<file path="config.mk">
export PLATFORM = sky130hd
export DESIGN_NAME = layered_sparse_image_rle_encoder_flat
export DESIGN_NICKNAME = d
export VERILOG_FILES = /design/src/rtl/lsre_pkg.sv /design/src/rtl/lsre_req_if.sv /design/src/rtl/lsre_rsp_if.sv /design/src/rtl/lsre_front.sv /design/src/rtl/lsre_queue.sv /design/src/rtl/lsre_back.sv /design/src/rtl/layered_sparse_image_rle_encoder.sv /design/src/flat_wrapper.sv
export SDC_FILE = /design/constraint.sdc
export NUM_CORES = 2
export LEC_CHECK = 0
export BUFFER_PORTS_ARGS = -buffer_cell sky130_fd_sc_hd__buf_2
export CELL_PAD_IN_SITES_DETAIL_PLACEMENT = 1
export CELL_PAD_IN_SITES_GLOBAL_PLACEMENT = 1
export CORE_MARGIN = 10
export CORE_UTILIZATION = 50
export DETAILED_ROUTE_END_ITERATION = 8
export HOLD_SLACK_MARGIN = 0.05
export PLACE_DENSITY = 0.74
export SLEW_MARGIN = 20
export SYNTH_ARGS = -nofsm -noshare
export SYNTH_HDL_FRONTEND = slang
export SYNTH_SLANG_ARGS = --single-unit
</file>
<file path="constraint.sdc">
create_clock -name clock -period 16.1 [get_ports clock]
set_clock_uncertainty 0.2 [all_clocks]
set_input_delay 0 -clock clock [delete_from_list [all_inputs] [get_ports clock]]
set_output_delay 0 -clock clock [all_outputs]
set_load 0.05 [all_outputs]
</file>
<file path="src/rtl/lsre_pkg.sv">
// Package for the layered sparse image run-length encoder.
// Holds field widths, reset addresses, register indexes and the command word
// passed from the front end to the write sequencer. Depends on nothing.
package lsre_pkg;

   localparam int ADDR_W  = 28;
   localparam int DATA_W  = 32;
   localparam int PIX_W   = 23;
   localparam int FRUN_W  = 27;
   localparam int FPIX_W  = 7;
   localparam int NL_W    = 5;
   localparam int CSR_W   = 23;
   localparam int QDEPTH  = 4;
   localparam int QPTR_W  = 2;
   localparam int NSTEP   = 10;

   localparam logic [ADDR_W-1:0] WP_RESET  = 28'd10;
   localparam logic [ADDR_W-1:0] RHA_RESET = 28'd7;
   localparam logic [ADDR_W-1:0] SIZE_ADDR = 28'd6;
   localparam logic [NL_W-1:0]   LAYER_COUNT_RESET = 5'd1;
   localparam logic [PIX_W-1:0]  PIXEL_COUNT_RESET = 23'd1;

   typedef enum logic [0:0] {
      CSR_LAYER_COUNT = 1'b0,
      CSR_PIXEL_COUNT = 1'b1
   } csr_index_type;

   typedef enum logic [3:0] {
      STEP_CLOSE_INACT = 4'd0,
      STEP_CLOSE_ACT   = 4'd1,
      STEP_CLOSE_FRAG  = 4'd2,
      STEP_COLOR       = 4'd3,
      STEP_DEPTH       = 4'd4,
      STEP_COUNT       = 4'd5,
      STEP_END_INACT   = 4'd6,
      STEP_END_ACT     = 4'd7,
      STEP_END_FRAG    = 4'd8,
      STEP_SIZE        = 4'd9
   } step_type;

   typedef struct packed {
      logic [ADDR_W-1:0] addr;
      logic [PIX_W-1:0]  inactive;
      logic [PIX_W-1:0]  active;
      logic [FRUN_W-1:0] frags;
   } header_type;

   typedef struct packed {
      logic              close_en;
      header_type        close_hdr;
      logic              pair_en;
      logic [ADDR_W-1:0] pair_addr;
      logic [DATA_W-1:0] color;
      logic [DATA_W-1:0] depth;
      logic              count_en;
      logic [ADDR_W-1:0] count_addr;
      logic [FPIX_W-1:0] count_val;
      logic              end_en;
      header_type        end_hdr;
      logic [DATA_W-1:0] size;
   } cmd_type;

endpackage

</file>
<file path="src/rtl/lsre_req_if.sv">
// Fragment channel: one word carries the colour and depth of one fragment.
// Valid/ready handshake; no dependencies.
interface lsre_req_if;
   logic        valid;
   logic        ready;
   logic [31:0] frag_color;
   logic [31:0] frag_depth;

   modport source (output valid, output frag_color, output frag_depth, input ready);
   modport sink (input valid, input frag_color, input frag_depth, output ready);
endinterface

</file>
<file path="src/rtl/lsre_rsp_if.sv">
// Write channel: one word is a single 32-bit store into the image buffer.
// Valid/ready handshake; no dependencies.
interface lsre_rsp_if;
   logic        valid;
   logic        ready;
   logic [27:0] write_addr;
   logic [31:0] write_data;
   logic        last;

   modport source (output valid, output write_addr, output write_data, output last,
                   input ready);
   modport sink (input valid, input write_addr, input write_data, input last,
                 output ready);
endinterface

</file>
<file path="src/rtl/lsre_front.sv">
// Front end: accepts fragments, tracks pixel, run and image state, and
// turns each fragment into at most one command word. Depends on lsre_pkg, lsre_req_if.
module lsre_front #(
   parameter int MAX_LAYERS = 16
) (
   input  logic                           clock,
   input  logic                           reset,
   lsre_req_if.sink                       req_ch,
   input  logic [lsre_pkg::NL_W-1:0]      layer_count,
   input  logic [lsre_pkg::PIX_W-1:0]     pixel_count,
   input  logic                           q_full,
   output logic                           push,
   output lsre_pkg::cmd_type              cmd
);
   import lsre_pkg::*;

   localparam int LPOS_W = (MAX_LAYERS > 1) ? $clog2(MAX_LAYERS) : 1;
   localparam int LAY_W  = $clog2(MAX_LAYERS + 1);
   localparam int CMP_W  = ((LAY_W > NL_W) ? LAY_W : NL_W) + 1;

   logic [ADDR_W-1:0] wp_ff, wp_in, rha_ff, rha_in, csa_ff, csa_in;
   logic [PIX_W-1:0]  inact_ff, inact_in, act_ff, act_in, ppos_ff, ppos_in;
   logic [FRUN_W-1:0] frag_ff, frag_in;
   logic [FPIX_W-1:0] fpix_ff, fpix_in;
   logic [LPOS_W-1:0] lpos_ff, lpos_in;
   logic              prev_ff, prev_in, skip_ff, skip_in;
   logic [CMP_W-1:0]  layers;
   logic [PIX_W-1:0]  pixels;
   logic              accept;
   cmd_type           cmd_c;

   assign req_ch.ready = !q_full;
   assign accept = req_ch.valid && !q_full;

   always_comb begin
      logic [CMP_W-1:0] nl_ext;
      logic [CMP_W-1:0] max_ext;
      nl_ext  = CMP_W'(layer_count);
      max_ext = CMP_W'(MAX_LAYERS);
      if (nl_ext == '0) begin
         layers = CMP_W'(1);
      end else if (nl_ext > max_ext) begin
         layers = max_ext;
      end else begin
         layers = nl_ext;
      end
      pixels = (pixel_count == '0) ? PIX_W'(1) : pixel_count;
   end

   always_comb begin
      logic alpha_zero;
      alpha_zero = (req_ch.frag_color[31:24] == 8'd0);
      wp_in    = wp_ff;
      rha_in   = rha_ff;
      csa_in   = csa_ff;
      inact_in = inact_ff;
      act_in   = act_ff;
      frag_in  = frag_ff;
      fpix_in  = fpix_ff;
      prev_in  = prev_ff;
      lpos_in  = lpos_ff;
      ppos_in  = ppos_ff;
      skip_in  = skip_ff;
      cmd_c    = '0;
      cmd_c.color = req_ch.frag_color;
      cmd_c.depth = req_ch.frag_depth;

      if (lpos_ff == '0) begin
         if (alpha_zero) begin
            if (prev_ff) begin
               cmd_c.close_en           = 1'b1;
               cmd_c.close_hdr.addr     = rha_ff;
               cmd_c.close_hdr.inactive = inact_ff;
               cmd_c.close_hdr.active   = act_ff;
               cmd_c.close_hdr.frags    = frag_ff;
               rha_in   = wp_ff;
               wp_in    = wp_ff + ADDR_W'(3);
               inact_in = '0;
               act_in   = '0;
               frag_in  = '0;
               prev_in  = 1'b0;
            end
            inact_in = inact_in + PIX_W'(1);
            fpix_in  = '0;
            skip_in  = 1'b1;
         end else begin
            csa_in          = wp_ff;
            cmd_c.pair_en   = 1'b1;
            cmd_c.pair_addr = wp_ff + ADDR_W'(1);
            wp_in           = wp_ff + ADDR_W'(3);
            fpix_in         = FPIX_W'(1);
            skip_in         = 1'b0;
         end
      end else if (!skip_ff) begin
         if (alpha_zero) begin
            skip_in = 1'b1;
         end else begin
            cmd_c.pair_en   = 1'b1;
            cmd_c.pair_addr = wp_ff;
            wp_in           = wp_ff + ADDR_W'(2);
            fpix_in         = fpix_ff + FPIX_W'(1);
         end
      end

      if ((CMP_W'(lpos_ff) + CMP_W'(1)) >= layers) begin
         if (fpix_in != '0) begin
            cmd_c.count_en   = 1'b1;
            cmd_c.count_addr = csa_in;
            cmd_c.count_val  = fpix_in;
            act_in  = act_in + PIX_W'(1);
            frag_in = frag_in + FRUN_W'(fpix_in);
            prev_in = 1'b1;
         end
         fpix_in = '0;
         skip_in = 1'b0;
         lpos_in = '0;
         ppos_in = ppos_ff + PIX_W'(1);
         if (ppos_in >= pixels) begin
            cmd_c.end_en           = 1'b1;
            cmd_c.end_hdr.addr     = rha_in;
            cmd_c.end_hdr.inactive = inact_in;
            cmd_c.end_hdr.active   = act_in;
            cmd_c.end_hdr.frags    = frag_in;
            cmd_c.size             = {2'b00, wp_in, 2'b00};
            wp_in    = WP_RESET;
            rha_in   = RHA_RESET;
            inact_in = '0;
            act_in   = '0;
            frag_in  = '0;
            csa_in   = '0;
            prev_in  = 1'b0;
            ppos_in  = '0;
         end
      end else begin
         lpos_in = lpos_ff + LPOS_W'(1);
      end
   end

   assign cmd  = cmd_c;
   assign push = accept && (cmd_c.close_en || cmd_c.pair_en || cmd_c.count_en ||
                            cmd_c.end_en);

   always_ff @(posedge clock) begin
      if (reset) begin
         wp_ff    <= WP_RESET;
         rha_ff   <= RHA_RESET;
         csa_ff   <= '0;
         inact_ff <= '0;
         act_ff   <= '0;
         frag_ff  <= '0;
         fpix_ff  <= '0;
         prev_ff  <= 1'b0;
         lpos_ff  <= '0;
         ppos_ff  <= '0;
         skip_ff  <= 1'b0;
      end else if (accept) begin
         wp_ff    <= wp_in;
         rha_ff   <= rha_in;
         csa_ff   <= csa_in;
         inact_ff <= inact_in;
         act_ff   <= act_in;
         frag_ff  <= frag_in;
         fpix_ff  <= fpix_in;
         prev_ff  <= prev_in;
         lpos_ff  <= lpos_in;
         ppos_ff  <= ppos_in;
         skip_ff  <= skip_in;
      end
   end

endmodule

</file>
<file path="src/rtl/lsre_queue.sv">
// Short command queue between the front end and the write sequencer.
// Depends on lsre_pkg.
module lsre_queue (
   input  logic              clock,
   input  logic              reset,
   input  logic              push,
   input  lsre_pkg::cmd_type push_cmd,
   output logic              full,
   input  logic              pop,
   output logic              head_valid,
   output lsre_pkg::cmd_type head_cmd
);
   import lsre_pkg::*;

   cmd_type             mem [QDEPTH];
   logic [QPTR_W-1:0]   wr_ptr_ff, wr_ptr_in, rd_ptr_ff, rd_ptr_in;
   logic [QPTR_W:0]     count_ff, count_in;
   logic                do_pop;

   assign full       = (count_ff == (QPTR_W + 1)'(QDEPTH));
   assign head_valid = (count_ff != '0);
   assign head_cmd   = mem[rd_ptr_ff];
   assign do_pop     = pop && head_valid;

   always_comb begin
      wr_ptr_in = push ? wr_ptr_ff + QPTR_W'(1) : wr_ptr_ff;
      rd_ptr_in = do_pop ? rd_ptr_ff + QPTR_W'(1) : rd_ptr_ff;
      count_in  = count_ff + (QPTR_W + 1)'(push) - (QPTR_W + 1)'(do_pop);
   end

   always_ff @(posedge clock) begin
      if (push) begin
         mem[wr_ptr_ff] <= push_cmd;
      end
   end

   always_ff @(posedge clock) begin
      if (reset) begin
         wr_ptr_ff <= '0;
         rd_ptr_ff <= '0;
         count_ff  <= '0;
      end else begin
         wr_ptr_ff <= wr_ptr_in;
         rd_ptr_ff <= rd_ptr_in;
         count_ff  <= count_in;
      end
   end

endmodule

</file>
<file path="src/rtl/lsre_back.sv">
// Write sequencer: walks the words of the command at the queue head and
// drives them through an output register. Depends on lsre_pkg, lsre_rsp_if.
module lsre_back (
   input  logic              clock,
   input  logic              reset,
   input  logic              head_valid,
   input  lsre_pkg::cmd_type head_cmd,
   output logic              pop,
   lsre_rsp_if.source        rsp_ch
);
   import lsre_pkg::*;

   logic [NSTEP-1:0]  done_ff, done_in, mask, remaining, sel;
   logic              valid_ff, valid_in, load, is_last;
   logic [ADDR_W-1:0] addr_ff, addr_in;
   logic [DATA_W-1:0] data_ff, data_in;
   logic              last_ff;
   step_type          step;

   assign mask = {head_cmd.end_en, {3{head_cmd.end_en}}, head_cmd.count_en,
                  {2{head_cmd.pair_en}}, {3{head_cmd.close_en}}};
   assign remaining = mask & ~done_ff;
   assign sel       = remaining & (~remaining + NSTEP'(1));
   assign is_last   = ((remaining & ~sel) == '0);
   assign load      = head_valid && (!valid_ff || rsp_ch.ready);
   assign pop       = load && is_last;

   always_comb begin
      step = STEP_CLOSE_INACT;
      for (int i = 0; i < NSTEP; i++) begin
         if (sel[i]) begin
            step = step_type'(4'(i));
         end
      end
   end

   always_comb begin
      case (step)
         STEP_CLOSE_INACT: begin
            addr_in = head_cmd.close_hdr.addr;
            data_in = DATA_W'(head_cmd.close_hdr.inactive);
         end
         STEP_CLOSE_ACT: begin
            addr_in = head_cmd.close_hdr.addr + ADDR_W'(1);
            data_in = DATA_W'(head_cmd.close_hdr.active);
         end
         STEP_CLOSE_FRAG: begin
            addr_in = head_cmd.close_hdr.addr + ADDR_W'(2);
            data_in = DATA_W'(head_cmd.close_hdr.frags);
         end
         STEP_COLOR: begin
            addr_in = head_cmd.pair_addr;
            data_in = head_cmd.color;
         end
         STEP_DEPTH: begin
            addr_in = head_cmd.pair_addr + ADDR_W'(1);
            data_in = head_cmd.depth;
         end
         STEP_COUNT: begin
            addr_in = head_cmd.count_addr;
            data_in = DATA_W'(head_cmd.count_val);
         end
         STEP_END_INACT: begin
            addr_in = head_cmd.end_hdr.addr;
            data_in = DATA_W'(head_cmd.end_hdr.inactive);
         end
         STEP_END_ACT: begin
            addr_in = head_cmd.end_hdr.addr + ADDR_W'(1);
            data_in = DATA_W'(head_cmd.end_hdr.active);
         end
         STEP_END_FRAG: begin
            addr_in = head_cmd.end_hdr.addr + ADDR_W'(2);
            data_in = DATA_W'(head_cmd.end_hdr.frags);
         end
         STEP_SIZE: begin
            addr_in = SIZE_ADDR;
            data_in = head_cmd.size;
         end
         default: begin
            addr_in = '0;
            data_in = '0;
         end
      endcase
   end

   always_comb begin
      done_in  = done_ff;
      valid_in = valid_ff;
      if (load) begin
         done_in  = is_last ? '0 : (done_ff | sel);
         valid_in = 1'b1;
      end else if (rsp_ch.ready) begin
         valid_in = 1'b0;
      end
   end

   always_ff @(posedge clock) begin
      if (reset) begin
         done_ff  <= '0;
         valid_ff <= 1'b0;
      end else begin
         done_ff  <= done_in;
         valid_ff <= valid_in;
      end
   end

   always_ff @(posedge clock) begin
      if (load) begin
         addr_ff <= addr_in;
         data_ff <= data_in;
         last_ff <= is_last;
      end
   end

   assign rsp_ch.valid      = valid_ff;
   assign rsp_ch.write_addr = addr_ff;
   assign rsp_ch.write_data = data_ff;
   assign rsp_ch.last       = last_ff;

endmodule

</file>
<file path="src/rtl/layered_sparse_image_rle_encoder.sv">
// Layered sparse image run-length encoder. Each accepted word is one fragment;
// it causes zero to seven 32-bit store words on the write channel, the final
// one flagged last. The write channel issues one word per cycle while the
// receiver is ready. A fragment of an active pixel causes two words (colour
// and depth), a closing layer adds one for the count word, and closing a run
// or the image adds three or four. The front end takes a fragment in every
// cycle while the four-entry command queue has room, so short bursts of
// costly items are absorbed. Configuration takes effect at once and should
// be written while the block is idle.
module layered_sparse_image_rle_encoder #(
   parameter int MAX_LAYERS = 16
) (
   input  logic                        clock,
   input  logic                        reset,
   lsre_req_if.sink                    req_ch,
   lsre_rsp_if.source                  rsp_ch,
   input  logic                        csr_we,
   input  lsre_pkg::csr_index_type     csr_index,
   input  logic [lsre_pkg::CSR_W-1:0]  csr_wdata
);
   import lsre_pkg::*;

   logic [NL_W-1:0]  layer_count_ff, layer_count_in;
   logic [PIX_W-1:0] pixel_count_ff, pixel_count_in;
   logic             push, full, pop, head_valid;
   cmd_type          push_cmd, head_cmd;

   always_comb begin
      layer_count_in = layer_count_ff;
      pixel_count_in = pixel_count_ff;
      if (csr_we) begin
         case (csr_index)
            CSR_LAYER_COUNT: layer_count_in = csr_wdata[NL_W-1:0];
            CSR_PIXEL_COUNT: pixel_count_in = csr_wdata[PIX_W-1:0];
            default: begin
            end
         endcase
      end
   end

   always_ff @(posedge clock) begin
      if (reset) begin
         layer_count_ff <= LAYER_COUNT_RESET;
         pixel_count_ff <= PIXEL_COUNT_RESET;
      end else begin
         layer_count_ff <= layer_count_in;
         pixel_count_ff <= pixel_count_in;
      end
   end

   lsre_front #(
      .MAX_LAYERS (MAX_LAYERS)
   ) u_front (
      .clock       (clock),
      .reset       (reset),
      .req_ch      (req_ch),
      .layer_count (layer_count_ff),
      .pixel_count (pixel_count_ff),
      .q_full      (full),
      .push        (push),
      .cmd         (push_cmd)
   );

   lsre_queue u_queue (
      .clock      (clock),
      .reset      (reset),
      .push       (push),
      .push_cmd   (push_cmd),
      .full       (full),
      .pop        (pop),
      .head_valid (head_valid),
      .head_cmd   (head_cmd)
   );

   lsre_back u_back (
      .clock      (clock),
      .reset      (reset),
      .head_valid (head_valid),
      .head_cmd   (head_cmd),
      .pop        (pop),
      .rsp_ch     (rsp_ch)
   );

endmodule

</file>
<file path="src/flat_wrapper.sv">
// flat-port wrapper written by rule: the top's interface ports become plain ports
module layered_sparse_image_rle_encoder_flat import lsre_pkg::*;
#(
   parameter int MAX_LAYERS = 16
)
  (clock, reset, csr_we, csr_index, csr_wdata, req_ch_valid, req_ch_frag_color, req_ch_frag_depth, req_ch_ready, rsp_ch_valid, rsp_ch_write_addr, rsp_ch_write_data, rsp_ch_last, rsp_ch_ready);
  lsre_req_if req_ch_i ();
  lsre_rsp_if rsp_ch_i ();
  input  logic clock;
  input  logic reset;
  input  logic csr_we;
  input  lsre_pkg::csr_index_type csr_index;
  input  logic [lsre_pkg::CSR_W-1:0] csr_wdata;
  input wire logic [$bits(req_ch_i.valid)-1:0] req_ch_valid;
  input wire logic [$bits(req_ch_i.frag_color)-1:0] req_ch_frag_color;
  input wire logic [$bits(req_ch_i.frag_depth)-1:0] req_ch_frag_depth;
  output wire logic [$bits(req_ch_i.ready)-1:0] req_ch_ready;
  output wire logic [$bits(rsp_ch_i.valid)-1:0] rsp_ch_valid;
  output wire logic [$bits(rsp_ch_i.write_addr)-1:0] rsp_ch_write_addr;
  output wire logic [$bits(rsp_ch_i.write_data)-1:0] rsp_ch_write_data;
  output wire logic [$bits(rsp_ch_i.last)-1:0] rsp_ch_last;
  input wire logic [$bits(rsp_ch_i.ready)-1:0] rsp_ch_ready;
  assign req_ch_i.valid = req_ch_valid;
  assign req_ch_i.frag_color = req_ch_frag_color;
  assign req_ch_i.frag_depth = req_ch_frag_depth;
  assign req_ch_ready = req_ch_i.ready;
  assign rsp_ch_valid = rsp_ch_i.valid;
  assign rsp_ch_write_addr = rsp_ch_i.write_addr;
  assign rsp_ch_write_data = rsp_ch_i.write_data;
  assign rsp_ch_last = rsp_ch_i.last;
  assign rsp_ch_i.ready = rsp_ch_ready;
  layered_sparse_image_rle_encoder #(.MAX_LAYERS(MAX_LAYERS)) u_core (.clock(clock), .reset(reset), .req_ch(req_ch_i), .rsp_ch(rsp_ch_i), .csr_we(csr_we), .csr_index(csr_index), .csr_wdata(csr_wdata));
endmodule
</file>
==> results.md <==
* Synth warn at 0
* R2r setup slk at 7.10 ns
* CP Depth at 20
* Placed Cells at 6942
* DRT Pass-1 Iters at 5
* RSZ-0062 raised after global routing: false
* Crit path kind: register to register
* Critical Path Source Type: register
* Worst Setup Slack, final at 7.10 ns
* H-Tree Level Count at 4
* Root Buffer: clkbuf_16
* Max capacitance violation total at 0
* Met3 global-route usage at about 4%
* CP arrival at 9.25 ns
* Worst path cell trace: ha_1 > and3_1 > and3_1 > and3_1 > and3_1 > nand2_1 > nor3_1 > nand3_1 > xnor2_1 > ha_1 > nand4_1 > a211oi_1 > a21boi_0 > a31oi_2 > a21o_4 > a31oi_1 > and2_4 > buf_12 > buf_4 > buf_4
* DRC at 0
* Cell taking the most area after synthesis: edfxtp_1
* Share of layout cells above drive strength 1 at 16.6%
* Core Rows at 141
* Area Growth Syn to Fin at 14.5%
* Post-layout min period at 9.00 ns
* Initial antenna violation count at 5
* Overall power at 12.4 mW
* Compound-Gate Fraction of Synth Area at under 10%
* GR peak layer: met2
* Reg clk slew, reported paths at 0.06 ns
* Number of global-route vias before repair at 50.0k
* Worst R2R Start: u_core.u_front.ppos_ff[0]$_SDFFE_PP0P_
* Largest net degree at the start of global routing at 141
* Count of cell types in the netlist at 89
* Synthesized Nets at roughly 5.3k
* Remaining antenna violation count at 0
* Post-Syn Instances at approximately 5.1k
* Capturing point of the worst reg2reg path: u_core.u_queue.mem[2][42]$_DFFE_PP_
* Die Area at 165000 µm²
* Clk sink count at 1746
* Worst R2R Path Depth at 20
* Worst-path maximum fanout at about 140
* First-pass GRT wire length at roughly 330000 µm
* Period utilisation layout at ~56%
* Most common cell on crit path: and3_1
* Top cell type's share of synthesized area at 60.5%
* Met2 Use GR at a little under half
* Crit path buffers/inverters at 3
* Die Span X at 406 µm
* Clk_lat worst skew at 0.83 ns
* Setup Viol. Count Final at 0
* Post-Route WL at around 220000 µm
* Slew @ Worst Pin at approximately 1.2 ns
* Register area share after synthesis at 67.0%
* Via count at 47.6k
* Async S/R FF share, synth at 0%
* Initial DRC Count at 4897
* Number of I/O port buffers at ~160
* Worst hold path class: input port to register
* Fin. Hold Viols at 0
* PwrDens at 145 nW/µm²
* Most common flop cell mapped by yosys: edfxtp_1
* Vias per Instance at ~6.4
* GRT overflow at 0
* Total GRT Usage at roughly 27%
* CTS tree: built
* Fmax at between 100 and 150 MHz
* I/O pin count at 156
* Avg Cell Area, Syn at 14.6 µm²
* Height of the die at 406 µm
* Post-Synth Simple-Gate Area at 9.41%
* Slowest-stage cell, CP: buf_4
* Post-synth EDFFs at approximately 1.5k
* Hold WS at 0.209 ns
* Required @ worst endpoint at 16.35 ns
* Post-synthesis adder-cell area fraction at less than 1%
* CP endpoint kind: register
* CTS Buffer Depth at 3
* Gpl congestion at 0.894
* Outcome: complete, no violations
* Lkg Pwr at 27.0 nW
* Worst relative slew slack at roughly a fifth
* Max VDD drop at 0.156 mV
* Main combinational cell family by area after synthesis: multiplexers
* Num CTS Buffers at 179
* Post-Synth XOR/XNOR Area at 1.77%
* DP Worst Slack at 7.19 ns
* Synth Register Bits at 1746
* Count leader, synth: edfxtp_1
* Netlist Area Pre-Place at around 75000 µm²
* Fin Setup TNS at 0 ns
* Routed WL per cell at between 20 and 30 µm
* Core Footprint at roughly 150000 µm²
* Post-synthesis mux area share at roughly 11%
* Met1 Track Usage GR at 34.5%
* Synth top area cells: edfxtp_1, mux4_2, dfxtp_1
* Setup crit start: u_core.u_front.ppos_ff[0]$_SDFFE_PP0P_
* Fin nets at 5559
* Layout Cells excl Fill at ~7.5k
* Max Slew Vio Count at 0
* Fillers at around 14k
* Dpl hpwl at roughly 140000 µm
* Most frequent cells after synthesis: edfxtp_1, nand2_1, mux4_2
* Delay of the slowest cell on the worst path at 0.83 ns
* Starting Density at 50.5%
* Critical path endpoint: u_core.u_queue.mem[2][42]$_DFFE_PP_
* CP top delay family: simple AND/OR/NAND/NOR gates
## cell type report
class	instances	area, µm²	share of cell area [%]
diodes	5	12.5	0.0146
inverters	70	265	0.310
multi-input cells	2957	23200	27.1
clock buffers	245	4880	5.70
flip-flops and latches	1746	50000	58.5
well taps	1930	2410	2.82
repair buffers	456	3730	4.36
clock inverters	86	992	1.16
## how the worst min path moves through the flow
stage                          startpoint                                        to  slack, ns  depth (start not counted)
global route                 req_ch_valid  u_core.u_queue.wr_ptr_ff[1]$_SDFFE_PP0P_       0.22                          6
finish                       req_ch_valid  u_core.u_queue.wr_ptr_ff[1]$_SDFFE_PP0P_       0.21                          6
detailed placement  req_ch_frag_color[10]      u_core.u_queue.mem[2][212]$_DFFE_PP_       0.02                          1
floorplan            req_ch_frag_depth[0]      u_core.u_queue.mem[0][170]$_DFFE_PP_      -0.10                          0
global placement    req_ch_frag_depth[21]      u_core.u_queue.mem[3][191]$_DFFE_PP_       0.01                          1
CTS                                csr_we     u_core.layer_count_ff[1]$_SDFFE_PP0P_       0.07                          5
## power by group
part | switching [mW] | internal (mW) | leakage [nW]
sequential | 0.188 | 5.61 | 15.4
combinational | 1.77 | 0.655 | 8.71
clock | 1.83 | 2.34 | 2.84
total | 3.78 | 8.60 | 27.0
## cells by family (layout without fill, tap and decap cells)
group / Yosys count / after routing
flip-flops: 1746 / 1746
AND/OR/NAND/NOR: 1492 / 1492
AO/OA/AOI/OAI: 872 / 872
buffers and inverters: 410 / 857
multiplexers: 385 / 385
XOR/XNOR: 151 / 151
adder cells (fa/ha/maj): 57 / 57
other: 0 / 5
## state kept, by name (all words and copies together), names as in the netlist, 7 cells and up, named ones only
name                             count
u_core.u_front.wp_ff                28
u_core.u_front.fpix_ff               7
u_core.u_back.rsp_ch.write_addr     28
u_core.u_front.frag_ff              27
u_core.u_back.rsp_ch.write_data     32
u_core.u_front.act_ff               23
u_core.u_back.done_ff               10
u_core.u_front.inact_ff             23
u_core.u_front.ppos_ff              23
u_core.pixel_count_ff               23
u_core.u_front.csa_ff               28
u_core.u_queue.mem                1444
u_core.u_front.rha_ff               28
## stage by stage
| step | utilization, % | area [µm²] |
|---|---|---|
| floorplan | - | 74700 |
| global placement | 52.3 | 77400 |
| detailed placement | 52.3 | 77400 |
| CTS | 57.7 | 85500 |
| global route | 57.8 | 85500 |
| finish | 57.8 | 85500 |
## cell usage in the layout, fill, tap and decap left out, drive strengths merged, types with 10 or more instances in the layout
| cell type | count |
|---|---|
| nor4 | 27 |
| mux2i | 21 |
| a222oi | 24 |
| a21oi | 300 |
| xor2 | 66 |
| edfxtp | 1505 |
| clkbuf | 246 |
| dlygate4sd3 | 216 |
| mux4 | 361 |
| buf | 239 |
| xnor2 | 85 |
| and3 | 50 |
| o211ai | 15 |
| or3 | 26 |
| ha | 54 |
| a22oi | 155 |
| o31ai | 13 |
| nand4 | 54 |
| dfxtp | 241 |
| nor2b | 26 |
| a311oi | 11 |
| nand3b | 23 |
| nand3 | 173 |
| and2 | 122 |
| a21o | 14 |
| a211oi | 16 |
| a221oi | 15 |
| clkinv | 56 |
| a31oi | 43 |
| or2 | 10 |
| nand2 | 525 |
| bufinv | 12 |
| o21ai | 162 |
| nor2 | 341 |
| nor3 | 77 |
| nand2b | 12 |
| inv | 81 |
## repair_timing
item | 4_1_cts | 5_1_grt
endpoints found under the hold margin | 478 | 0
hold buffers | 216 | 0
gates resized for setup | 0 | 0
setup buffers | 0 | 0
setup endpoints to repair | 0 | 0
## metal layers
| metal | wire length (µm) | vias to the layer above |
|---|---|---|
| met5 | 0 | - |
| li1 | - | 20400 |
| met1 | 87700 | 24900 |
| met4 | 9850 | 0 |
| met2 | 114000 | 1841 |
| met3 | 13500 | 431 |
## tightest hold or removal path, cell delays in order
cell and delay [ns]:
dlygate4sd3_1 0.55, buf_2 0.14, nand2_2 0.16, a31oi_1 0.17
nand2_1 0.10, a21oi_1 0.06
Note: power is estimated with default switching activity, not from simulation.
